==> src/rtl/rgp_pkg.sv <==
// Shared widths, register indexes and step functions for the radial gradient pixel pipeline.
`default_nettype none

package rgp_pkg;

    // Image geometry
    localparam int MAX_SIDE  = 1024;
    localparam int SIDE_W    = 11;
    localparam int COORD_W   = 10;
    localparam int OFF_W     = 11;
    localparam int SQ_W      = 2 * OFF_W;
    localparam int SUM_W     = SQ_W + 1;
    localparam int SUM_PAD_W = SUM_W + (SUM_W % 2);

    // Square root of the sum shifted up by 32 bits
    localparam int ROOT_W     = (SUM_PAD_W + 32) / 2;
    localparam int SQ_REM_W   = ROOT_W + 2;
    localparam int SQ_PER_STG = 2;
    localparam int SQ_STG     = ROOT_W / SQ_PER_STG;

    // Blend factor and divider
    localparam int DENS_W      = 16;
    localparam int FACTOR_BITS = 16;
    localparam int ONE_W       = FACTOR_BITS + 1;
    localparam int DEN_W       = SIDE_W + DENS_W;
    localparam int DIV_PER_STG = 2;
    localparam int DIV_STG     = FACTOR_BITS / DIV_PER_STG;

    // Color and bus widths
    localparam int CH_W       = 8;
    localparam int COLOR_W    = 4 * CH_W;
    localparam int OCOLOR_W   = 3 * CH_W;
    localparam int CFG_IDX_W  = 3;
    localparam int CFG_DATA_W = 32;
    localparam int S_DATA_W   = 24;

    // Configuration register indexes
    typedef enum logic [CFG_IDX_W-1:0] {
        REG_WIDTH  = 3'd0,
        REG_HEIGHT = 3'd1,
        REG_DENS   = 3'd2,
        REG_INNER  = 3'd3,
        REG_OUTER  = 3'd4
    } cfg_idx_t;

    typedef struct packed {
        logic [SQ_REM_W-1:0] rem;
        logic [ROOT_W-1:0]   root;
    } sq_t;

    typedef struct packed {
        logic [DEN_W-1:0]       rem;
        logic [FACTOR_BITS-1:0] quo;
    } dv_t;

    // Factor override flags that travel beside the quotient
    typedef struct packed {
        logic one;
        logic zero;
    } fsel_t;

    // One restoring square root step: take the next bit pair, produce one root bit
    function automatic sq_t sqrt_step(sq_t cur, logic [1:0] pair);
        logic [SQ_REM_W+1:0] tmp;
        logic [SQ_REM_W+1:0] trial;
        sq_t                 nxt;
        tmp   = {cur.rem, pair};
        trial = {2'b00, cur.root, 2'b01};
        if (tmp >= trial) begin
            nxt.rem  = SQ_REM_W'(tmp - trial);
            nxt.root = {cur.root[ROOT_W-2:0], 1'b1};
        end else begin
            nxt.rem  = tmp[SQ_REM_W-1:0];
            nxt.root = {cur.root[ROOT_W-2:0], 1'b0};
        end
        return nxt;
    endfunction

    // One restoring division step: produce one quotient bit
    function automatic dv_t div_step(dv_t cur, logic [DEN_W-1:0] den);
        logic [DEN_W:0] t;
        dv_t            nxt;
        t = {cur.rem, 1'b0};
        if (t >= {1'b0, den}) begin
            nxt.rem = DEN_W'(t - {1'b0, den});
            nxt.quo = {cur.quo[FACTOR_BITS-2:0], 1'b1};
        end else begin
            nxt.rem = t[DEN_W-1:0];
            nxt.quo = {cur.quo[FACTOR_BITS-2:0], 1'b0};
        end
        return nxt;
    endfunction

endpackage

`default_nettype wire

==> src/rtl/rgp_blend.sv <==
// Two-stage color blend: per-channel products, then sum, shift and transparent clear.
`default_nettype none

module rgp_blend
    import rgp_pkg::*;
(
    input  wire logic                   aclk,
    input  wire logic                   aresetn,
    input  wire logic                   en,
    input  wire logic                   in_vld,
    input  wire logic [FACTOR_BITS-1:0] in_quo,
    input  wire fsel_t                  in_sel,
    input  wire logic [COLOR_W-1:0]     inner,
    input  wire logic [OCOLOR_W-1:0]    outer,
    output logic                        out_vld,
    output logic [COLOR_W-1:0]          out_rgba
);

    localparam int PROD_W = CH_W + ONE_W;

    logic [ONE_W-1:0]  f;
    logic [ONE_W-1:0]  g;

    logic              p_vld_reg;
    logic [PROD_W-1:0] po_reg [3];
    logic [PROD_W-1:0] pi_reg [4];

    logic              o_vld_reg;
    logic [COLOR_W-1:0] o_rgba_reg;
    logic [COLOR_W-1:0] o_rgba_next;
    logic [CH_W-1:0]    ch [4];

    // Resolve factor and its complement
    always_comb begin
        if (in_sel.one) begin
            f = ONE_W'(1) << FACTOR_BITS;
        end else if (in_sel.zero) begin
            f = '0;
        end else begin
            f = ONE_W'(in_quo);
        end
        g = (ONE_W'(1) << FACTOR_BITS) - f;
    end

    // Stage 1: channel products (alpha has no outer term)
    always_ff @(posedge aclk) begin
        if (en) begin
            po_reg[0] <= PROD_W'(outer[23:16] * f);
            po_reg[1] <= PROD_W'(outer[15:8] * f);
            po_reg[2] <= PROD_W'(outer[7:0] * f);
            pi_reg[0] <= PROD_W'(inner[31:24] * g);
            pi_reg[1] <= PROD_W'(inner[23:16] * g);
            pi_reg[2] <= PROD_W'(inner[15:8] * g);
            pi_reg[3] <= PROD_W'(inner[7:0] * g);
        end
    end

    // Stage 2: sum, truncate, clear fully transparent pixels
    always_comb begin
        logic [PROD_W:0] s;
        for (int c = 0; c < 3; c++) begin
            s     = {1'b0, po_reg[c]} + {1'b0, pi_reg[c]};
            ch[c] = s[FACTOR_BITS +: CH_W];
        end
        ch[3] = pi_reg[3][FACTOR_BITS +: CH_W];
        if (ch[3] == '0) begin
            o_rgba_next = '0;
        end else begin
            o_rgba_next = {ch[3], ch[2], ch[1], ch[0]};
        end
    end

    always_ff @(posedge aclk) begin
        if (en) begin
            o_rgba_reg <= o_rgba_next;
        end
    end

    always_ff @(posedge aclk) begin
        if (!aresetn) begin
            p_vld_reg <= 1'b0;
            o_vld_reg <= 1'b0;
        end else if (en) begin
            p_vld_reg <= in_vld;
            o_vld_reg <= p_vld_reg;
        end
    end

    assign out_vld  = o_vld_reg;
    assign out_rgba = o_rgba_reg;

endmodule

`default_nettype wire

==> config.mk <==
export PLATFORM = sky130hd
export DESIGN_NAME = rgp_blend
export DESIGN_NICKNAME = d
export VERILOG_FILES = /design/src/rtl/rgp_pkg.sv /design/src/rtl/rgp_blend.sv
export SDC_FILE = /design/constraint.sdc
export NUM_CORES = 2
export LEC_CHECK = 0
export BUFFER_PORTS_ARGS = -buffer_cell sky130_fd_sc_hd__buf_2
export CORE_MARGIN = 5
export CORE_UTILIZATION = 46
export CTS_BUF_LIST = sky130_fd_sc_hd__clkbuf_8 sky130_fd_sc_hd__clkbuf_16
export CTS_CLUSTER_DIAMETER = 30
export DETAILED_ROUTE_END_ITERATION = 16
export SYNTH_ARGS = -nofsm -noshare
export SYNTH_HDL_FRONTEND = slang
export SYNTH_SLANG_ARGS = --single-unit
export TNS_END_PERCENT = 20
==> constraint.sdc <==
create_clock -name aclk -period 11.7 [get_ports aclk]
set_input_delay 2.925 -clock aclk [delete_from_list [all_inputs] [get_ports aclk]]
set_output_delay 2.925 -clock aclk [all_outputs]
set_load 0.005 [all_outputs]
==> impl_metrics.yaml <==
sta:
  fmax_mhz: 106
  tns_ns: 0
  relSlewSlack_pct: 14.0
  clock_skew_ns: 0.0128
  worst-slew-pin-transition_ns: 1.29
  rsz0062_at_grt: "false"
  period_needed_ns: 9.39
  finalHoldViolCount: 0
  fin_crit_sh_pct: 80.3
  report.final.slew_viol_count: 0
  setup_viol: 0
grt:
  grt-busiest-layer: "met2"
  grt_max_degree: 124
  grtUsageMet1_pct: 31.3
  grtUsageMet3_pct: 2.68
  grt_use_met2_pct: 37.7
  gr-total-overflow: 0
  grt_antenna_before_repair: 6
  grt_pass1_vias: 27300
  grt_pass1_wl_um: 152000
  grt_usage_pct: 22.5
detailed_routing:
  avgRoutedWirePerCell_um: 18.9
  wl_um: 92000
  ant_nets: 0
  avgViaCountPerCell: 5.28
  route.detailed.drc: 0
  firstDrtPassIters: 5
  vias: 25600
  drtIter0Drc: 1386
clock_tree:
  hold_buffers: 0
  cts_tree: "built"
  cts_htree_levels: 4
  clk_latency_ns: 0.49
  clock_path_buffers: 2
  cts_resized: 0
  path_clk_slew_ns: 0.08
  cts_root_buf: "clkbuf_16"
  cts_setup_buffers: 0
  cts-buffers-inserted: 17
  cts_sinks: 186
yosys:
  synth.most_common_cell: "inv_1"
  ys_seq_elements: 186
  syn-cell-area_mm2: 0.0364
  synth.top_cells.by_count: "inv_1, fa_1, and2_1"
  syn-num-nets: 4883
  yosysTopAreaCell: "fa_1"
  yosysWarnings: 0
  netlist_top_cells_area: "fa_1, edfxtp_1, ha_1"
  synth-edff-count: 184
  avgSynthCellArea_um2: 9.53
  seq_area_frac_synth_pct: 15.3
  synthFlopType: "edfxtp_1"
  syn_inst: 3818
  ys_types: 73
  netlist.area_leader.share_pct: 34.2
  async_flop_share_pct: 0
finish:
  final_cells: 4859
  ff_latch_area_mm2: 0.00557
  area_growth_pct: 5.89
  largest_reg_flops: 80
  fill_cells: 7541
  layout.nets: 4856
  multi_input_area_mm2: 0.0278
  finalInstanceArea_mm2: 0.0385
  drive_gt1_share_pct: 5.76
setup_path:
  criticalPathCategory: "input pin to register"
  critPathMaxStageDelay_ns: 0.67
  critPathLaunchType: "input pin"
  cpMostUsedCell: "fa_1"
  cp-end-kind: "register"
  cp.required_ns: 11.94
  critical_path_arrival_ns: 9.64
  cp_max_fo: 30
  crit_slowest_cell: "xnor2_2"
place:
  placed_area_mm2: 0.0379
  globalplace.congestion: 0.841
  portBuffers: 110
  hpwl_um: 69000
  dp.cells: 4822
floorplanning:
  core_area_mm2: 0.0787
  die_x_um: 291
  rows: 103
  die_h_um: 291
  fp.dieArea_mm2: 0.0848
  io_pins: 111
  initial_core_util_pct: 46.2
power_and_ir_drop:
  vdd_ir_drop_max_v: 0.000212
  powerDensity_mw_per_mm2: 191
  finalPower_uw: 7380
  leakage_uw: 0.0185
min_path:
  hold_path_class: "register to register"
job:
  maxCapViolCount: 0
outcome:
  status: "completed"
-- layout make-up --
type / count / share of cell area (%)
antenna: 5 / 0.0325
clock buffer: 17 / 1.10
clock inverter: 15 / 0.471
inverter: 626 / 6.10
multi-input combinational: 2814 / 72.3
sequential: 186 / 14.4
tap: 1050 / 3.41
timing repair buffer: 146 / 2.18
-- logic make-up (layout without fill, tap and decap cells) --
family / after synthesis / in the layout / share of synthesized area, %
buffers and inverters: 818 / 804 / 8.50
adder cells (fa/ha/maj): 987 / 987 / 46.8
other: 0 / 5 / 0
AND/OR/NAND/NOR: 1312 / 1312 / 19.3
XOR/XNOR: 169 / 169 / 4.07
flip-flops: 186 / 186 / 15.3
multiplexers: 4 / 4 / 0.110
AO/OA/AOI/OAI: 342 / 342 / 5.99
-- worst max-delay path, delay by kind of cell --
kind / cells / cell delay [ns]
fa+ha+maj: 5 / 2.27
xor+xnor: 2 / 0.75
buf+inv: 5 / 1.02
simple gates: 7 / 1.52
compound gates: 6 / 1.10
-- power by group --
group	switching (uW)	internal, uW	leakage, uW	total (uW)
sequential	105	1260	0.00181	1370
clock	316	306	0.000300	622
combinational	3040	2340	0.0164	5390
-- metrics by stage --
step | hold slack (ns) | worst slack, ns | utilization [%]
final | 0.446 | 2.31 | 48.9
after global placement | 0.423 | 1.96 | 48.2
after detailed placement | 0.425 | 1.82 | 48.2
after CTS | 0.447 | 2.33 | 48.9
after floorplan | 0.482 | 2.57 | -
after global routing | 0.470 | 1.93 | 48.9
-- metal layers --
metal	part of all wire [%]	wire length [um]	up-vias
met3	3.8	3520	90
met1	45	41800	13100
met4	2.4	2220	0
met2	48	44400	493
li1	-	-	12000
met5	0	0	-
-- cells in the final DEF (no fill, tap or decap), types with 12 or more instances in the layout --
cell type and n:
and3_1 227, fa_1 622, and2_1 468, o21ai_0 65, xor2_1 29, inv_1 626
nor3_1 45, o21a_1 20, buf_2 109, nand4_1 13, a21o_1 32, nor2_1 109
a21oi_1 119, xnor2_1 129, o21bai_1 14, nand2b_1 14, nand2_1 342, or3_1 12
nor2b_1 27, edfxtp_1 184, a211oi_1 12, clkbuf_16 17, buf_4 35, ha_1 365
nand3_1 23
-- final timing paths --
kind                           start  slack, ns  depth (start not counted)                          to
max                        in_sel[1]       2.31                         25     pi_reg[1][22]$_DFFE_PP_
min          pi_reg[3][16]$_DFFE_PP_       0.45                          0  out_rgba[24]$_SDFFCE_PN0P_
max reg2reg  po_reg[0][52]$_DFFE_PP_       8.67                         10  out_rgba[21]$_SDFFCE_PN0P_
min reg2reg  pi_reg[3][16]$_DFFE_PP_       0.45                          0  out_rgba[24]$_SDFFCE_PN0P_
(Power assumes the default switching activity.)
