### src/rtl/rgp_pkg.sv
// Shared widths, register indexes and step functions for the radial gradient pixel pipeline.
`default_nettype none

package rgp_pkg;

    // Image geometry
    localparam int MAX_SIDE  = 1024;
    localparam int SIDE_W    = 11;
    localparam int COORD_W   = 10;
    localparam int OFF_W     = 11;
    localparam int SQ_W      = 2 * OFF_W;
    localparam int SUM_W     = SQ_W + 1;
    localparam int SUM_PAD_W = SUM_W + (SUM_W % 2);

    // Square root of the sum shifted up by 32 bits
    localparam int ROOT_W     = (SUM_PAD_W + 32) / 2;
    localparam int SQ_REM_W   = ROOT_W + 2;
    localparam int SQ_PER_STG = 2;
    localparam int SQ_STG     = ROOT_W / SQ_PER_STG;

    // Blend factor and divider
    localparam int DENS_W      = 16;
    localparam int FACTOR_BITS = 16;
    localparam int ONE_W       = FACTOR_BITS + 1;
    localparam int DEN_W       = SIDE_W + DENS_W;
    localparam int DIV_PER_STG = 2;
    localparam int DIV_STG     = FACTOR_BITS / DIV_PER_STG;

    // Color and bus widths
    localparam int CH_W       = 8;
    localparam int COLOR_W    = 4 * CH_W;
    localparam int OCOLOR_W   = 3 * CH_W;
    localparam int CFG_IDX_W  = 3;
    localparam int CFG_DATA_W = 32;
    localparam int S_DATA_W   = 24;

    // Configuration register indexes
    typedef enum logic [CFG_IDX_W-1:0] {
        REG_WIDTH  = 3'd0,
        REG_HEIGHT = 3'd1,
        REG_DENS   = 3'd2,
        REG_INNER  = 3'd3,
        REG_OUTER  = 3'd4
    } cfg_idx_t;

    typedef struct packed {
        logic [SQ_REM_W-1:0] rem;
        logic [ROOT_W-1:0]   root;
    } sq_t;

    typedef struct packed {
        logic [DEN_W-1:0]       rem;
        logic [FACTOR_BITS-1:0] quo;
    } dv_t;

    // Factor override flags that travel beside the quotient
    typedef struct packed {
        logic one;
        logic zero;
    } fsel_t;

    // One restoring square root step: take the next bit pair, produce one root bit
    function automatic sq_t sqrt_step(sq_t cur, logic [1:0] pair);
        logic [SQ_REM_W+1:0] tmp;
        logic [SQ_REM_W+1:0] trial;
        sq_t                 nxt;
        tmp   = {cur.rem, pair};
        trial = {2'b00, cur.root, 2'b01};
        if (tmp >= trial) begin
            nxt.rem  = SQ_REM_W'(tmp - trial);
            nxt.root = {cur.root[ROOT_W-2:0], 1'b1};
        end else begin
            nxt.rem  = tmp[SQ_REM_W-1:0];
            nxt.root = {cur.root[ROOT_W-2:0], 1'b0};
        end
        return nxt;
    endfunction

    // One restoring division step: produce one quotient bit
    function automatic dv_t div_step(dv_t cur, logic [DEN_W-1:0] den);
        logic [DEN_W:0] t;
        dv_t            nxt;
        t = {cur.rem, 1'b0};
        if (t >= {1'b0, den}) begin
            nxt.rem = DEN_W'(t - {1'b0, den});
            nxt.quo = {cur.quo[FACTOR_BITS-2:0], 1'b1};
        end else begin
            nxt.rem = t[DEN_W-1:0];
            nxt.quo = {cur.quo[FACTOR_BITS-2:0], 1'b0};
        end
        return nxt;
    endfunction

endpackage

`default_nettype wire

### src/rtl/rgp_sqrt.sv
// Pipelined restoring square root of (sum << 32), two root bits per stage.
`default_nettype none

module rgp_sqrt
    import rgp_pkg::*;
(
    input  wire logic              aclk,
    input  wire logic              aresetn,
    input  wire logic              en,
    input  wire logic              in_vld,
    input  wire logic [SUM_W-1:0]  in_sum,
    input  wire logic              in_flag,
    output logic                   out_vld,
    output logic [ROOT_W-1:0]      out_root,
    output logic                   out_flag
);

    logic                 vld_reg  [SQ_STG];
    logic                 flag_reg [SQ_STG];
    sq_t                  acc_reg  [SQ_STG];
    logic [SUM_PAD_W-1:0] bits_reg [SQ_STG];

    logic                 vld_in   [SQ_STG];
    logic                 flag_in  [SQ_STG];
    sq_t                  acc_in   [SQ_STG];
    logic [SUM_PAD_W-1:0] bits_in  [SQ_STG];

    for (genvar k = 0; k < SQ_STG; k++) begin : g_stg
        sq_t                  acc_next;
        logic [SUM_PAD_W-1:0] bits_next;

        // Feed stage from the input or the previous stage
        if (k == 0) begin : g_first
            assign vld_in[k]  = in_vld;
            assign flag_in[k] = in_flag;
            assign acc_in[k]  = '0;
            assign bits_in[k] = SUM_PAD_W'(in_sum);
        end else begin : g_rest
            assign vld_in[k]  = vld_reg[k-1];
            assign flag_in[k] = flag_reg[k-1];
            assign acc_in[k]  = acc_reg[k-1];
            assign bits_in[k] = bits_reg[k-1];
        end

        // Consume two bit pairs; zeros follow once the sum is used up
        always_comb begin
            acc_next  = sqrt_step(acc_in[k], bits_in[k][SUM_PAD_W-1 -: 2]);
            acc_next  = sqrt_step(acc_next, bits_in[k][SUM_PAD_W-3 -: 2]);
            bits_next = bits_in[k] << 4;
        end

        always_ff @(posedge aclk) begin
            if (!aresetn) begin
                vld_reg[k] <= 1'b0;
            end else if (en) begin
                vld_reg[k] <= vld_in[k];
            end
        end

        always_ff @(posedge aclk) begin
            if (en) begin
                flag_reg[k] <= flag_in[k];
                acc_reg[k]  <= acc_next;
                bits_reg[k] <= bits_next;
            end
        end
    end

    assign out_vld  = vld_reg[SQ_STG-1];
    assign out_root = acc_reg[SQ_STG-1].root;
    assign out_flag = flag_reg[SQ_STG-1];

endmodule

`default_nettype wire

### config.mk
export PLATFORM = sky130hd
export DESIGN_NAME = rgp_sqrt
export DESIGN_NICKNAME = d
export VERILOG_FILES = /design/src/rtl/rgp_pkg.sv /design/src/rtl/rgp_sqrt.sv
export SDC_FILE = /design/constraint.sdc
export NUM_CORES = 2
export LEC_CHECK = 0
export BUFFER_PORTS_ARGS = -buffer_cell sky130_fd_sc_hd__buf_2
export CORE_MARGIN = 8
export CORE_UTILIZATION = 65
export CTS_BUF_LIST = sky130_fd_sc_hd__clkbuf_16
export CTS_CLUSTER_DIAMETER = 100
export DETAILED_ROUTE_END_ITERATION = 16
export GPL_ROUTABILITY_DRIVEN = 0
export GPL_TIMING_DRIVEN = 0
export PLACE_DENSITY = 0.8
export SETUP_SLACK_MARGIN = 0.02
export SYNTH_ARGS = -nofsm -noshare
export SYNTH_HDL_FRONTEND = slang
export SYNTH_SLANG_ARGS = --single-unit
### constraint.sdc
create_clock -name aclk -period 11.6 [get_ports aclk]
set_input_delay 1.16 -clock aclk [delete_from_list [all_inputs] [get_ports aclk]]
set_output_delay 1.16 -clock aclk [all_outputs]
set_load 0.05 [all_outputs]
==> impl_metrics.json <==
{
  "status": "finished, final reports clean",
  "hold_class": "flip-flop to flip-flop",
  "grtUsageTotal": 0.253,
  "slew_violations": 0,
  "ant_nets": 0,
  "worstPathMaxFanout": 11,
  "min_path_cells": 0,
  "chipWidth_um": 291,
  "ys_warn_count": 0,
  "clk_path_buf_depth": 3,
  "largest_reg_flops": 568,
  "power_density_mw_per_mm2": 207,
  "finalWorstSetupSlack_ns": 1.90,
  "grt_util_met2": 0.423,
  "die_y_um": 291,
  "io_pins": 58,
  "grt_start_max_net_pins": 138,
  "crit_path_start_kind": "flip-flop",
  "syn_avg_cell_area_um2": 9.65,
  "grt_pass1_wl_um": 182000,
  "grt.busiest_layer": "met2",
  "cts_root_buf": "clkbuf_16",
  "fmax_ghz": 0.103,
  "synth_cell_type_count": 105,
  "drt_iter0_markers": 3433,
  "min_from": "bits_reg[2][14]",
  "fin_skew_ns": 0.0326,
  "r2r-start": "acc_reg[1][203]",
  "seq_area_frac_synth": 0.401,
  "critPathCaptureType": "flip-flop",
  "use_met1": 0.348,
  "r2r_slack_ns": 1.90,
  "first_pass_iters": 9,
  "cts_sinks": 656,
  "synth_ff_type": "edfxtp_1",
  "port_buffers": 57,
  "pre_cts_ws_ns": 2.14,
  "viasPerCell": 6.26,
  "die-area_mm2": 0.0846,
  "crit_path_max_incr_delay_ns": 0.93,
  "h-tree-depth": 3,
  "grt_pass1_vias": 36650,
  "arrival_ns": 10.08,
  "dpl.cell_count": 6119,
  "synth_nets": 5522,
  "core_mm2": 0.0746,
  "vias": 39100,
  "cts.reportedPaths.clkPinSlew_ns": 0.06,
  "period_share": 0.836,
  "initial_utilization": 0.658,
  "timing.final.crit_period_ns": 9.70,
  "slew_headroom": 0.214,
  "use_met3": 0.0285,
  "hold_end": "bits_reg[3][18]",
  "p_leak_nw": 21.1,
  "synthCells": 5088,
  "hold_viol": 0,
  "drive_gt1_frac": 0.0750,
  "rsz0062_at_grt": "false",
  "clk_latency_ns": 0.64,
  "cts_tree": "yes",
  "post_cts_resized": 0,
  "synth_edf_count": 655,
  "cp_slowest_cell": "o31ai_1",
  "async_reset_ff_frac": 0,
  "vdd_drop_max_uv": 149,
  "syn_area_mm2": 0.0491,
  "wirelength_um": 112000,
  "r2r_cells": 30,
  "area_delta_synth_final_pct": 8.30,
  "reg2reg_to": "acc_reg[1][281]",
  "cts_hold_buf": 0,
  "antenna_found_initial": 0,
  "required_ns": 11.98,
  "grt-ovfl-total": 0,
  "remaining_drc_errors": 0,
  "cts_buffers": 72,
  "setup_viol": 0,
  "max_slew.worst_pin.slew_ns": 1.17,
  "post_cts_buffers": 0,
  "wire_per_inst_um": 18.0,
  "path_class": "flip-flop to flip-flop",
  "hpwl_um": 85900,
  "yosys_register_bits": 656,
  "num-nets-final": 5658,
  "drv_cap": 0,
  "instances_no_fill": 6250,
  "std_cell_rows": 100
}
==> how the worst max path moves through the flow <==
| stage | from | to | cells past startpoint |
|---|---|---|---|
| after CTS | acc_reg[1][203] | acc_reg[1][281] | 30 |
| after global routing | acc_reg[1][203] | acc_reg[1][262] | 30 |
| after floorplan | acc_reg[1][203] | acc_reg[1][262] | 30 |
| after detailed placement | acc_reg[1][203] | acc_reg[1][281] | 30 |
| after global placement | en | vld_reg[0][1] | 2 |
| final | acc_reg[1][203] | acc_reg[1][281] | 30 |
==> layer usage <==
metal / vias up / routed length, um
met3: 202 / 6640
met5: - / 0
met4: 0 / 2630
li1: 19126 / -
met1: 18551 / 50200
met2: 1221 / 53000
==> final cells by class <==
class,instances,area [um^2]
timing repair buffer,62,433
antenna,1,2.50
clock buffer,74,1850
sequential,656,19700
clock inverter,56,573
inverter,349,1310
tap,969,1210
fill,5560,21400
buffer,114,477
multi-input combinational,3969,27600
==> Yosys cell counts (19+ instances only) <==
cell	count	area, um^2
xor2_1	207	1810
o21ai_0	258	1290
nand2_1	419	1570
edfxtp_1	655	19700
nor2b_1	67	419
nor2_1	397	1490
a211oi_1	43	323
o21bai_1	45	338
nor3b_1	22	165
mux2_2	109	1230
o31ai_1	42	315
buf_1	19	71.3
clkbuf_1	73	274
or4_1	25	188
and3_1	50	313
nor3_1	151	756
o211ai_1	27	203
or3_1	46	288
a31oi_1	31	194
nand4_1	60	375
nor4_1	60	375
nand3b_1	28	210
nand2b_1	78	488
xnor2_1	283	2480
a21oi_1	407	2040
inv_1	342	1280
or2_2	35	219
nand3_1	108	541
and2_1	36	225
ha_1	392	4900
mux2i_1	30	300
a21o_1	127	953
o21a_1	70	526
==> worst max-delay path: cells and delay by family (launching register included) <==
family / cells / cell delay [ns]
compound gates: 14 / 4.24
buf+inv: 7 / 2.29
fa+ha+maj: 3 / 0.87
simple gates: 4 / 0.85
mux: 2 / 0.73
flops: 1 / 0.44
==> cell usage in the layout (no fill, tap or decap), types with 18 or more instances in the layout <==
| cell type | count |
|---|---|
| or4_1 | 25 |
| clkbuf_16 | 74 |
| mux2_2 | 109 |
| xnor2_1 | 283 |
| nand3_1 | 108 |
| inv_1 | 349 |
| ha_1 | 392 |
| nand2b_1 | 78 |
| a31oi_1 | 31 |
| o21ai_0 | 258 |
| buf_2 | 74 |
| a21boi_0 | 18 |
| clkbuf_1 | 73 |
| a211oi_1 | 43 |
| nor2b_1 | 67 |
| nor3_1 | 151 |
| buf_1 | 19 |
| nor2_1 | 397 |
| and3_1 | 50 |
| nor3b_1 | 22 |
| nor4_1 | 60 |
| a21o_1 | 127 |
| o31ai_1 | 42 |
| mux2i_1 | 30 |
| a21oi_1 | 407 |
| xor2_1 | 207 |
| and2_1 | 36 |
| o21a_1 | 70 |
| nand4_1 | 60 |
| o21bai_1 | 45 |
| nand3b_1 | 28 |
| nand2_1 | 419 |
| edfxtp_1 | 655 |
| o211ai_1 | 27 |
| or3_1 | 46 |
| or2_2 | 35 |
==> per-stage QoR <==
step | TNS (ns) | area (um^2) | power [mW] | hold slack, ns | util
2_1_floorplan | 0 | 49100 | 7.48 | 0.400 | -
3_3_place_gp | -39.18 | 50600 | 8.46 | 0.400 | 0.678
3_5_place_dp | 0 | 50700 | 8.55 | 0.405 | 0.680
4_1_cts | 0 | 53100 | 11.0 | 0.399 | 0.713
5_1_grt | 0 | 53100 | 11.7 | 0.414 | 0.713
6_report | 0 | 53100 | 11.0 | 0.402 | 0.713
==> kinds of logic after synthesis <==
kind of cell    synth area share
fa+ha+maj                  0.106
simple gates               0.172
buf+inv                   0.0364
compound gates             0.166
flops                      0.401
mux                       0.0311
xor+xnor                  0.0874
==> power breakdown <==
group	switching, mW	internal [mW]
Clock	0.987	1.38
Sequential	0.338	3.26
Combinational	2.86	2.17
Note: power is estimated with default switching activity, not from simulation.
