===== src/rtl/rgp_pkg.sv =====
// Shared widths, register indexes and step functions for the radial gradient pixel pipeline.
`default_nettype none

package rgp_pkg;

    // Image geometry
    localparam int MAX_SIDE  = 1024;
    localparam int SIDE_W    = 11;
    localparam int COORD_W   = 10;
    localparam int OFF_W     = 11;
    localparam int SQ_W      = 2 * OFF_W;
    localparam int SUM_W     = SQ_W + 1;
    localparam int SUM_PAD_W = SUM_W + (SUM_W % 2);

    // Square root of the sum shifted up by 32 bits
    localparam int ROOT_W     = (SUM_PAD_W + 32) / 2;
    localparam int SQ_REM_W   = ROOT_W + 2;
    localparam int SQ_PER_STG = 2;
    localparam int SQ_STG     = ROOT_W / SQ_PER_STG;

    // Blend factor and divider
    localparam int DENS_W      = 16;
    localparam int FACTOR_BITS = 16;
    localparam int ONE_W       = FACTOR_BITS + 1;
    localparam int DEN_W       = SIDE_W + DENS_W;
    localparam int DIV_PER_STG = 2;
    localparam int DIV_STG     = FACTOR_BITS / DIV_PER_STG;

    // Color and bus widths
    localparam int CH_W       = 8;
    localparam int COLOR_W    = 4 * CH_W;
    localparam int OCOLOR_W   = 3 * CH_W;
    localparam int CFG_IDX_W  = 3;
    localparam int CFG_DATA_W = 32;
    localparam int S_DATA_W   = 24;

    // Configuration register indexes
    typedef enum logic [CFG_IDX_W-1:0] {
        REG_WIDTH  = 3'd0,
        REG_HEIGHT = 3'd1,
        REG_DENS   = 3'd2,
        REG_INNER  = 3'd3,
        REG_OUTER  = 3'd4
    } cfg_idx_t;

    typedef struct packed {
        logic [SQ_REM_W-1:0] rem;
        logic [ROOT_W-1:0]   root;
    } sq_t;

    typedef struct packed {
        logic [DEN_W-1:0]       rem;
        logic [FACTOR_BITS-1:0] quo;
    } dv_t;

    // Factor override flags that travel beside the quotient
    typedef struct packed {
        logic one;
        logic zero;
    } fsel_t;

    // One restoring square root step: take the next bit pair, produce one root bit
    function automatic sq_t sqrt_step(sq_t cur, logic [1:0] pair);
        logic [SQ_REM_W+1:0] tmp;
        logic [SQ_REM_W+1:0] trial;
        sq_t                 nxt;
        tmp   = {cur.rem, pair};
        trial = {2'b00, cur.root, 2'b01};
        if (tmp >= trial) begin
            nxt.rem  = SQ_REM_W'(tmp - trial);
            nxt.root = {cur.root[ROOT_W-2:0], 1'b1};
        end else begin
            nxt.rem  = tmp[SQ_REM_W-1:0];
            nxt.root = {cur.root[ROOT_W-2:0], 1'b0};
        end
        return nxt;
    endfunction

    // One restoring division step: produce one quotient bit
    function automatic dv_t div_step(dv_t cur, logic [DEN_W-1:0] den);
        logic [DEN_W:0] t;
        dv_t            nxt;
        t = {cur.rem, 1'b0};
        if (t >= {1'b0, den}) begin
            nxt.rem = DEN_W'(t - {1'b0, den});
            nxt.quo = {cur.quo[FACTOR_BITS-2:0], 1'b1};
        end else begin
            nxt.rem = t[DEN_W-1:0];
            nxt.quo = {cur.quo[FACTOR_BITS-2:0], 1'b0};
        end
        return nxt;
    endfunction

endpackage

`default_nettype wire


===== src/rtl/rgp_div.sv =====
// Pipelined restoring divider for the blend factor, two quotient bits per stage.
`default_nettype none

module rgp_div
    import rgp_pkg::*;
(
    input  wire logic                   aclk,
    input  wire logic                   aresetn,
    input  wire logic                   en,
    input  wire logic                   in_vld,
    input  wire logic [DEN_W-1:0]       in_num,
    input  wire fsel_t                  in_sel,
    input  wire logic [DEN_W-1:0]       den,
    output logic                        out_vld,
    output logic [FACTOR_BITS-1:0]      out_quo,
    output fsel_t                       out_sel
);

    logic  vld_reg [DIV_STG];
    fsel_t sel_reg [DIV_STG];
    dv_t   acc_reg [DIV_STG];

    logic  vld_in  [DIV_STG];
    fsel_t sel_in  [DIV_STG];
    dv_t   acc_in  [DIV_STG];

    for (genvar k = 0; k < DIV_STG; k++) begin : g_stg
        dv_t acc_next;

        // Feed stage from the input or the previous stage
        if (k == 0) begin : g_first
            assign vld_in[k] = in_vld;
            assign sel_in[k] = in_sel;
            assign acc_in[k] = '{rem: in_num, quo: '0};
        end else begin : g_rest
            assign vld_in[k] = vld_reg[k-1];
            assign sel_in[k] = sel_reg[k-1];
            assign acc_in[k] = acc_reg[k-1];
        end

        always_comb begin
            acc_next = div_step(acc_in[k], den);
            acc_next = div_step(acc_next, den);
        end

        always_ff @(posedge aclk) begin
            if (!aresetn) begin
                vld_reg[k] <= 1'b0;
            end else if (en) begin
                vld_reg[k] <= vld_in[k];
            end
        end

        always_ff @(posedge aclk) begin
            if (en) begin
                sel_reg[k] <= sel_in[k];
                acc_reg[k] <= acc_next;
            end
        end
    end

    assign out_vld = vld_reg[DIV_STG-1];
    assign out_quo = acc_reg[DIV_STG-1].quo;
    assign out_sel = sel_reg[DIV_STG-1];

endmodule

`default_nettype wire


===== config.mk =====
export PLATFORM = sky130hd
export DESIGN_NAME = rgp_div
export DESIGN_NICKNAME = d
export VERILOG_FILES = /design/src/rtl/rgp_pkg.sv /design/src/rtl/rgp_div.sv
export SDC_FILE = /design/constraint.sdc
export NUM_CORES = 1
export LEC_CHECK = 0
export BUFFER_PORTS_ARGS = -buffer_cell sky130_fd_sc_hd__buf_4
export CAP_MARGIN = 20
export CORE_MARGIN = 10
export CORE_UTILIZATION = 65
export DETAILED_ROUTE_END_ITERATION = 8
export HOLD_SLACK_MARGIN = 0.02
export PLACE_DENSITY = 0.91
export SLEW_MARGIN = 5
export SYNTH_ARGS = -nofsm -noshare
export SYNTH_HDL_FRONTEND = slang
export SYNTH_SLANG_ARGS = --single-unit

===== constraint.sdc =====
create_clock -name aclk -period 7.95 [get_ports aclk]
set_input_delay 0.795 -clock aclk [delete_from_list [all_inputs] [get_ports aclk]]
set_output_delay 0.795 -clock aclk [all_outputs]
set_load 0.005 [all_outputs]

==> run_results.csv, run 1 <==
group,metric,value,unit
critical_path,critical_path_arrival,7.34,ns
floorplan,fp.dieH,247,µm
sta,tmin_final,7.01,ns
floorplan,dieArea,61000,µm²
clocking,clk_root_buffer_cell,"sky130_fd_sc_hd__clkbuf_16",
clocking,cts-root-to-sink-buffers,3,
drt,met3_layer_wire_length_in_the_routed_design,7340,µm
clocking,cts_tree,"built",
global_route,wire_length_of_the_first_global_routing_pass,150000,µm
drt,vias,30200,
sta,final_hold_violation_count,0,
clocking,clkSlewWorstSetupHoldPaths,0.06,ns
synth,syn_area_per_cell,8.96,µm²
critical_path,critPathRequiredTime,8.28,ns
synth,async_flop_share,0,
layout,insertedDiodeCount,0,
layout,syn_to_final_growth,9.01,%
critical_path,worst_setup_path_start_kind,"input pin",
synth,yosys-top-cells-area,"sky130_fd_sc_hd__edfxtp_1 (25%), sky130_fd_sc_hd__ha_1 (16%), sky130_fd_sc_hd__mux2_2 (7.4%), sky130_fd_sc_hd__a21oi_1 (5.6%), sky130_fd_sc_hd__xnor2_1 (5.0%)",
clocking,worst_skew_pair.late_latency,0.58,ns
drt,drc_errors,0,
drt,avgRoutedWirePerCell,21.0,µm
drt,final_antenna_net_count,0,
drt,wl_met1,37300,µm
clocking,cts_inserted_buffers,37,
global_route,globalRouteOverflowTotal,0,
drt,viasPerCell,6.63,
job,cap_violations,0,
sta,timing_max_transition_violations_final,0,
floorplan,io_pins,79,
critical_path,critical_path_class,"in2reg",
layout,largest_register_ff_count,261,
floorplan,start_util,0.654,
critical_path,crit_end_category,"register",
clocking,ctsHtreeMaxLevel,2,
clocking,holdBufCountCts,0,
layout,fin_nets,4344,
sta,skew_final,0.0388,ns
drt,routed_wirelength,95700,µm
layout,drive_gt1_frac,0.135,
clocking,postCtsResizedCells,0,
critical_path,crit_family,"compound AO/OA/AOI/OAI gates",
global_route,via_count_of_the_first_global_routing_pass,28500,
layout,nFillCells,3745,
sta,tightestPinTransition,1.02,ns
synth,yosysTopAreaCell,"sky130_fd_sc_hd__edfxtp_1",
synth,synth_nets,4228,
synth,ys.warnings.count,0,
sta,hold_slack,0.398,ns
sta,postLayoutSetupSlackWorst,0.942,ns
sta,setup-tns-final,0,ns
sta,timing.max_slew.rel_slack,0.320,
drt,dr.max_layer_used,"met4",
drt,firstDrtPassIters,6,
sta,final_min_period_over_clock_period,0.882,
placement,dp.final_hpwl,72000,µm
synth,postSynthRegisterBits,285,
critical_path,worst_path_largest_cell_delay,0.58,ns
floorplan,std_cell_rows,83,
clocking,post_cts_buffers,0,
floorplan,coreArea,51200,µm²
critical_path,critical_path.slowest_cell,"sky130_fd_sc_hd__a2111oi_0",
synth,post_synth_inst_count,3737,
critical_path,cell_with_the_most_instances_on_the_worst_path,"sky130_fd_sc_hd__a21o_1",
synth,post-synth-top-area-fraction,0.255,
synth,count_of_flip_flops_with_a_built_in_enable_after_synthesis,284,
critical_path,cp_cell_sequence,"buf_4 > inv_1 > buf_4 > ha_1 > nor2b_1 > o31a_1 > o41a_1 > o211ai_2 > nand4_1 > a211oi_1 > or2_2 > inv_2 > mux2_2 > ha_1 > a21o_1 > a21o_1 > a21o_1 > a21o_1 > a2111oi_0 > a21oi_1 > o21ai_0 > o2111a_1 > inv_2 > mux2_2",
status,run_status,"completed",
critical_path,cp_num_buf_inv,5,
synth,ys_dominant_reg_cell,"sky130_fd_sc_hd__edfxtp_1",
worst_hold_path,min_path_type,"reg2reg",
placement,routability_cong,1.01,
placement,port_buffers,78,
synth,syn_area,33500,µm²
drt,wl_met2,44000,µm
critical_path,worstPathMaxFanout,31,
synth,synthDistinctLibCells,98,
placement,dp_slack,0.448,ns
sta,setup-violations-final,0,
synth,yosysSeqAreaShare,0.255,
clocking,cts.sink_count,285,
sta,grt_setup_unrepaired,"no",
floorplan,dieWidth,247,µm
global_route,grt_usage,0.303,
sta,fmax,143,MHz
drt,drt_iter0_markers,2983,
global_route,grt_max_degree,156,
global_route,antenna_found_initial,0,
-- worst register-to-register path: stages (launching register included) --
cell	delay, ns
sky130_fd_sc_hd__edfxtp_1	0.42
sky130_fd_sc_hd__ha_1	0.41
sky130_fd_sc_hd__and3_1	0.24
sky130_fd_sc_hd__nand4_1	0.19
sky130_fd_sc_hd__or3_1	0.45
sky130_fd_sc_hd__a21oi_1	0.25
sky130_fd_sc_hd__o311a_1	0.23
sky130_fd_sc_hd__o21bai_1	0.08
sky130_fd_sc_hd__a21oi_2	0.21
sky130_fd_sc_hd__nor2_4	0.10
sky130_fd_sc_hd__inv_2	0.15
sky130_fd_sc_hd__buf_4	0.35
sky130_fd_sc_hd__mux2_2	0.40
sky130_fd_sc_hd__ha_1	0.22
sky130_fd_sc_hd__a21o_1	0.19
sky130_fd_sc_hd__a21o_1	0.17
sky130_fd_sc_hd__a21o_1	0.18
sky130_fd_sc_hd__a22oi_1	0.32
sky130_fd_sc_hd__o22ai_1	0.22
sky130_fd_sc_hd__a21boi_1	0.35
sky130_fd_sc_hd__o21ai_0	0.21
sky130_fd_sc_hd__nor2_1	0.30
sky130_fd_sc_hd__o211ai_4	0.38
sky130_fd_sc_hd__mux2_2	0.42
-- area by class of cell --
cell class	instances	area, µm²	share of cell area
clock buffer	42	987	0.0271
clock inverter	25	314	0.00861
inverter	160	601	0.0165
multi-input combinational	3212	24000	0.657
sequential	285	8550	0.234
tap	680	851	0.0233
timing repair buffer	157	1230	0.0337
-- cell families after synthesis --
group                    after synthesis  share of synthesized area
AO/OA/AOI/OAI                       1234                      0.240
AND/OR/NAND/NOR                      984                      0.144
adder cells (fa/ha/maj)              431                      0.163
XOR/XNOR                             299                     0.0782
flip-flops                           285                      0.255
multiplexers                         264                     0.0898
buffers and inverters                240                     0.0301
-- synthesized netlist by cell type (all sizes together), types with 58 or more instances --
| cell | instances |
|---|---|
| a21oi | 376 |
| nor2 | 302 |
| nand2 | 227 |
| xnor2 | 192 |
| o21ai | 237 |
| edfxtp | 284 |
| xor2 | 107 |
| ha | 423 |
| nor3 | 58 |
| mux2 | 239 |
| o21a | 68 |
| nand3 | 69 |
| inv | 160 |
| a21o | 204 |
-- layout by cell type, fill, tap and decap left out, types with 23 or more instances in the layout --
master                        n
sky130_fd_sc_hd__edfxtp_1   284
sky130_fd_sc_hd__inv_1      154
sky130_fd_sc_hd__nand2b_1    52
sky130_fd_sc_hd__ha_1       423
sky130_fd_sc_hd__mux2i_1     25
sky130_fd_sc_hd__clkbuf_16   39
sky130_fd_sc_hd__o21a_1      68
sky130_fd_sc_hd__nand3_1     69
sky130_fd_sc_hd__a211oi_1    34
sky130_fd_sc_hd__nand4_1     48
sky130_fd_sc_hd__nand2_1    227
sky130_fd_sc_hd__and3_1      42
sky130_fd_sc_hd__a31oi_1     39
sky130_fd_sc_hd__o211ai_1    25
sky130_fd_sc_hd__nor3_1      58
sky130_fd_sc_hd__a21oi_1    375
sky130_fd_sc_hd__buf_4      152
sky130_fd_sc_hd__mux2_2     219
sky130_fd_sc_hd__a21o_1     204
sky130_fd_sc_hd__and2_1      23
sky130_fd_sc_hd__o31ai_1     29
sky130_fd_sc_hd__or3_1       26
sky130_fd_sc_hd__nor2_1     299
sky130_fd_sc_hd__o21ai_0    227
sky130_fd_sc_hd__o21bai_1    36
sky130_fd_sc_hd__xnor2_1    192
sky130_fd_sc_hd__xor2_1     107
sky130_fd_sc_hd__nor2b_1     46
-- routing by layer --
layer  up-vias  global-route usage
li1      14400                   -
met1     14100               0.362
met2      1350               0.500
met3       386              0.0442
met4         0               0.207
met5         -                   0
-- path summary, 6_finish.rpt --
path	from	end	slack, ns	cells past startpoint
worst max register to register	acc_reg[1][26]$_DFFE_PP_	acc_reg[1][80]$_DFFE_PP_	1.25	23
worst min register to register	acc_reg[1][88]$_DFFE_PP_	acc_reg[1][133]$_DFFE_PP_	0.40	0
worst max-delay path	den[2]	acc_reg[0][62]$_DFFE_PP_	0.94	24
worst min-delay path	acc_reg[1][88]$_DFFE_PP_	acc_reg[1][133]$_DFFE_PP_	0.40	0
-- metrics by stage --
stage	instance area (µm²)	util	cells
2_1_floorplan	33500	-	3737
3_3_place_gp	35200	0.687	4493
3_5_place_dp	35200	0.687	4493
4_1_cts	36500	0.712	4560
5_1_grt	36500	0.713	4561
6_report	36500	0.713	4561
Power of run 1 is not shown: default switching activity piles up to over one toggle a cycle in this logic, so the estimate is an artifact.
==> run 2, diff against run 1 <==
Settings changed: CORE_UTILIZATION 65 to 51, PLACE_DENSITY 0.91 to 0.76.
Clock period 7.95 ns to 7.2 ns, I/O delays scaled along.
==> run 2 against run 1 <==
Against the previous run: design area grew 1.5%; highest routed layer unchanged; critical path type unchanged; die area is 25% higher; via count decreased by 1.9%; sequential cell count stayed put; critical path depth increased by 1; critical endpoint is now acc_reg[0][111]$_DFFE_PP_; first-iteration DRC count decreased by 16%; routed wire length up 0.38%; non-clock buffer count is 15 higher; global-route usage decreased by 6.5 points; final cell count is 4.2% higher.
==> run_results.csv, run 2 (synthesis gave the netlist of run 1 again) <==
group,metric,value,unit
clocking,worst_skew_pair.late_latency,0.59,ns
critical_path,crit_end_category,"register",
floorplan,dieWidth,276,µm
critical_path,worstPathMaxFanout,28,
critical_path,worstReg2RegEnd,"acc_reg[1][81]$_DFFE_PP_",
clocking,holdBufCountCts,0,
layout,syn_to_final_growth,10.7,%
sta,final_min_period_over_clock_period,0.913,
layout,insertedDiodeCount,0,
drt,wl_met2,43700,µm
drt,drt_iter0_markers,2503,
layout,largest_register_ff_count,261,
clocking,clk_root_buffer_cell,"sky130_fd_sc_hd__clkbuf_16",
drt,drc_errors,0,
clocking,cts-root-to-sink-buffers,3,
critical_path,crit-reg2reg-launch,"acc_reg[1][25]$_DFFE_PP_",
critical_path,critical_path_arrival,6.88,ns
global_route,globalRouteOverflowTotal,0,
placement,dp.final_hpwl,72900,µm
job,cap_violations,0,
critical_path,critical_path.slowest_cell,"sky130_fd_sc_hd__fa_1",
sta,fmax,152,MHz
sta,skew_final,0.0363,ns
floorplan,dieArea,76300,µm²
placement,placedInstanceArea,35600,µm²
drt,firstDrtPassIters,5,
placement,dpl.cell_count,4684,
sta,final_hold_violation_count,0,
critical_path,worst_path_largest_cell_delay,0.47,ns
placement,port_buffers,78,
worst_hold_path,hold_depth,1,
floorplan,io_pins,79,
critical_path,setup.worst_path.end,"acc_reg[0][111]$_DFFE_PP_",
clocking,clkSlewWorstSetupHoldPaths,0.05,ns
sta,grt_setup_unrepaired,"no",
drt,met3_layer_wire_length_in_the_routed_design,6170,µm
clocking,ctsHtreeMaxLevel,2,
critical_path,reg2regPathDepth,22,
sta,timing_max_transition_violations_final,0,
sta,timing.max_slew.rel_slack,0.331,
drt,avgRoutedWirePerCell,20.2,µm
sta,tightestPinTransition,1.00,ns
clocking,cts_inserted_buffers,39,
global_route,grt_max_degree,147,
worst_hold_path,min_path_type,"in2reg",
drt,wl_met1,41000,µm
clocking,postCtsResizedCells,0,
drt,routed_wirelength,96100,µm
floorplan,std_cell_rows,93,
critical_path,reg2reg_setup_slack,0.73,ns
drt,dr.max_layer_used,"met4",
critical_path,worst_setup_path_start_kind,"input pin",
status,run_status,"completed",
global_route,wire_length_of_the_first_global_routing_pass,150000,µm
drt,final_antenna_net_count,0,
sta,tmin_final,6.57,ns
layout,final_design_area_no_fill,37000,µm²
critical_path,setup.worst_path.start,"den[0]",
global_route,antenna_found_initial,0,
global_route,via_count_of_the_first_global_routing_pass,27800,
layout,nFillCells,5803,
layout,drive_gt1_frac,0.139,
layout,highest_count_cells_in_the_layout_ignoring_fill_and_taps,"sky130_fd_sc_hd__ha_1 (423), sky130_fd_sc_hd__a21oi_1 (375), sky130_fd_sc_hd__nor2_1 (299)",
drt,vias,29700,
layout,fin_nets,4361,
global_route,grt_usage,0.238,
critical_path,critPathRequiredTime,7.51,ns
sta,setup-tns-final,0,ns
placement,routability_cong,0.949,
critical_path,crit_family,"compound AO/OA/AOI/OAI gates",
drt,viasPerCell,6.24,
clocking,cts.sink_count,285,
clocking,cts_tree,"built",
critical_path,cp_num_buf_inv,4,
floorplan,coreArea,64700,µm²
layout,stdcell_count,4754,
floorplan,start_util,0.517,
critical_path,critical_path_class,"in2reg",
floorplan,fp.dieH,276,µm
clocking,post_cts_buffers,0,
critical_path,cp_num_cells,25,
critical_path,cell_with_the_most_instances_on_the_worst_path,"sky130_fd_sc_hd__a21oi_1",
sta,setup-violations-final,0,
layout,final_common_cell,"sky130_fd_sc_hd__ha_1",
## run 2: cell count changes in the layout (fill, tap and decap cells not counted), sizes merged
| cell | change |
|---|---|
| buf | +15 |
| bufinv | +2 |
| clkinv | +1 |
| clkbuf | +1 |
| clkinvlp | -1 |
## run 2: layer usage
metal,GRT usage,vias up
met2,0.390,1002
met4,0.122,0
li1,-,14400
met5,0,-
met3,0.0310,258
met1,0.303,14000
## run 2: metrics by stage
step / utilization / hold WS, ns / setup WS [ns]
floorplan: - / 0.400 / 0.748
global placement: 0.551 / 0.400 / 0.326
detailed placement: 0.551 / 0.405 / 0.219
CTS: 0.573 / 0.309 / 0.781
global route: 0.573 / 0.314 / 0.276
finish: 0.573 / 0.337 / 0.628
## run 2: cell type report
type / instances / area (µm²) / share of cell area
inverter: 160 / 601 / 0.0162
clock buffer: 43 / 1010 / 0.0273
clock inverter: 27 / 387 / 0.0104
sequential: 285 / 8550 / 0.231
timing repair buffer: 172 / 1470 / 0.0398
multi-input combinational: 3212 / 24000 / 0.647
tap: 855 / 1070 / 0.0289
## run 2: worst min-delay path by stage
stage | slack (ns) | to | startpoint
2_1_floorplan | 0.40 | acc_reg[0][131]$_DFFE_PP_ | acc_reg[0][86]$_DFFE_PP_
3_3_place_gp | 0.40 | sel_reg[0][6]$_DFFE_PP_ | sel_reg[0][4]$_DFFE_PP_
3_5_place_dp | 0.40 | acc_reg[1][89]$_DFFE_PP_ | acc_reg[1][44]$_DFFE_PP_
4_1_cts | 0.31 | sel_reg[0][0]$_DFFE_PP_ | in_sel[0]
5_1_grt | 0.31 | sel_reg[0][1]$_DFFE_PP_ | in_sel[1]
6_report | 0.34 | sel_reg[0][0]$_DFFE_PP_ | in_sel[0]
Power of run 2 is left out for the same reason.
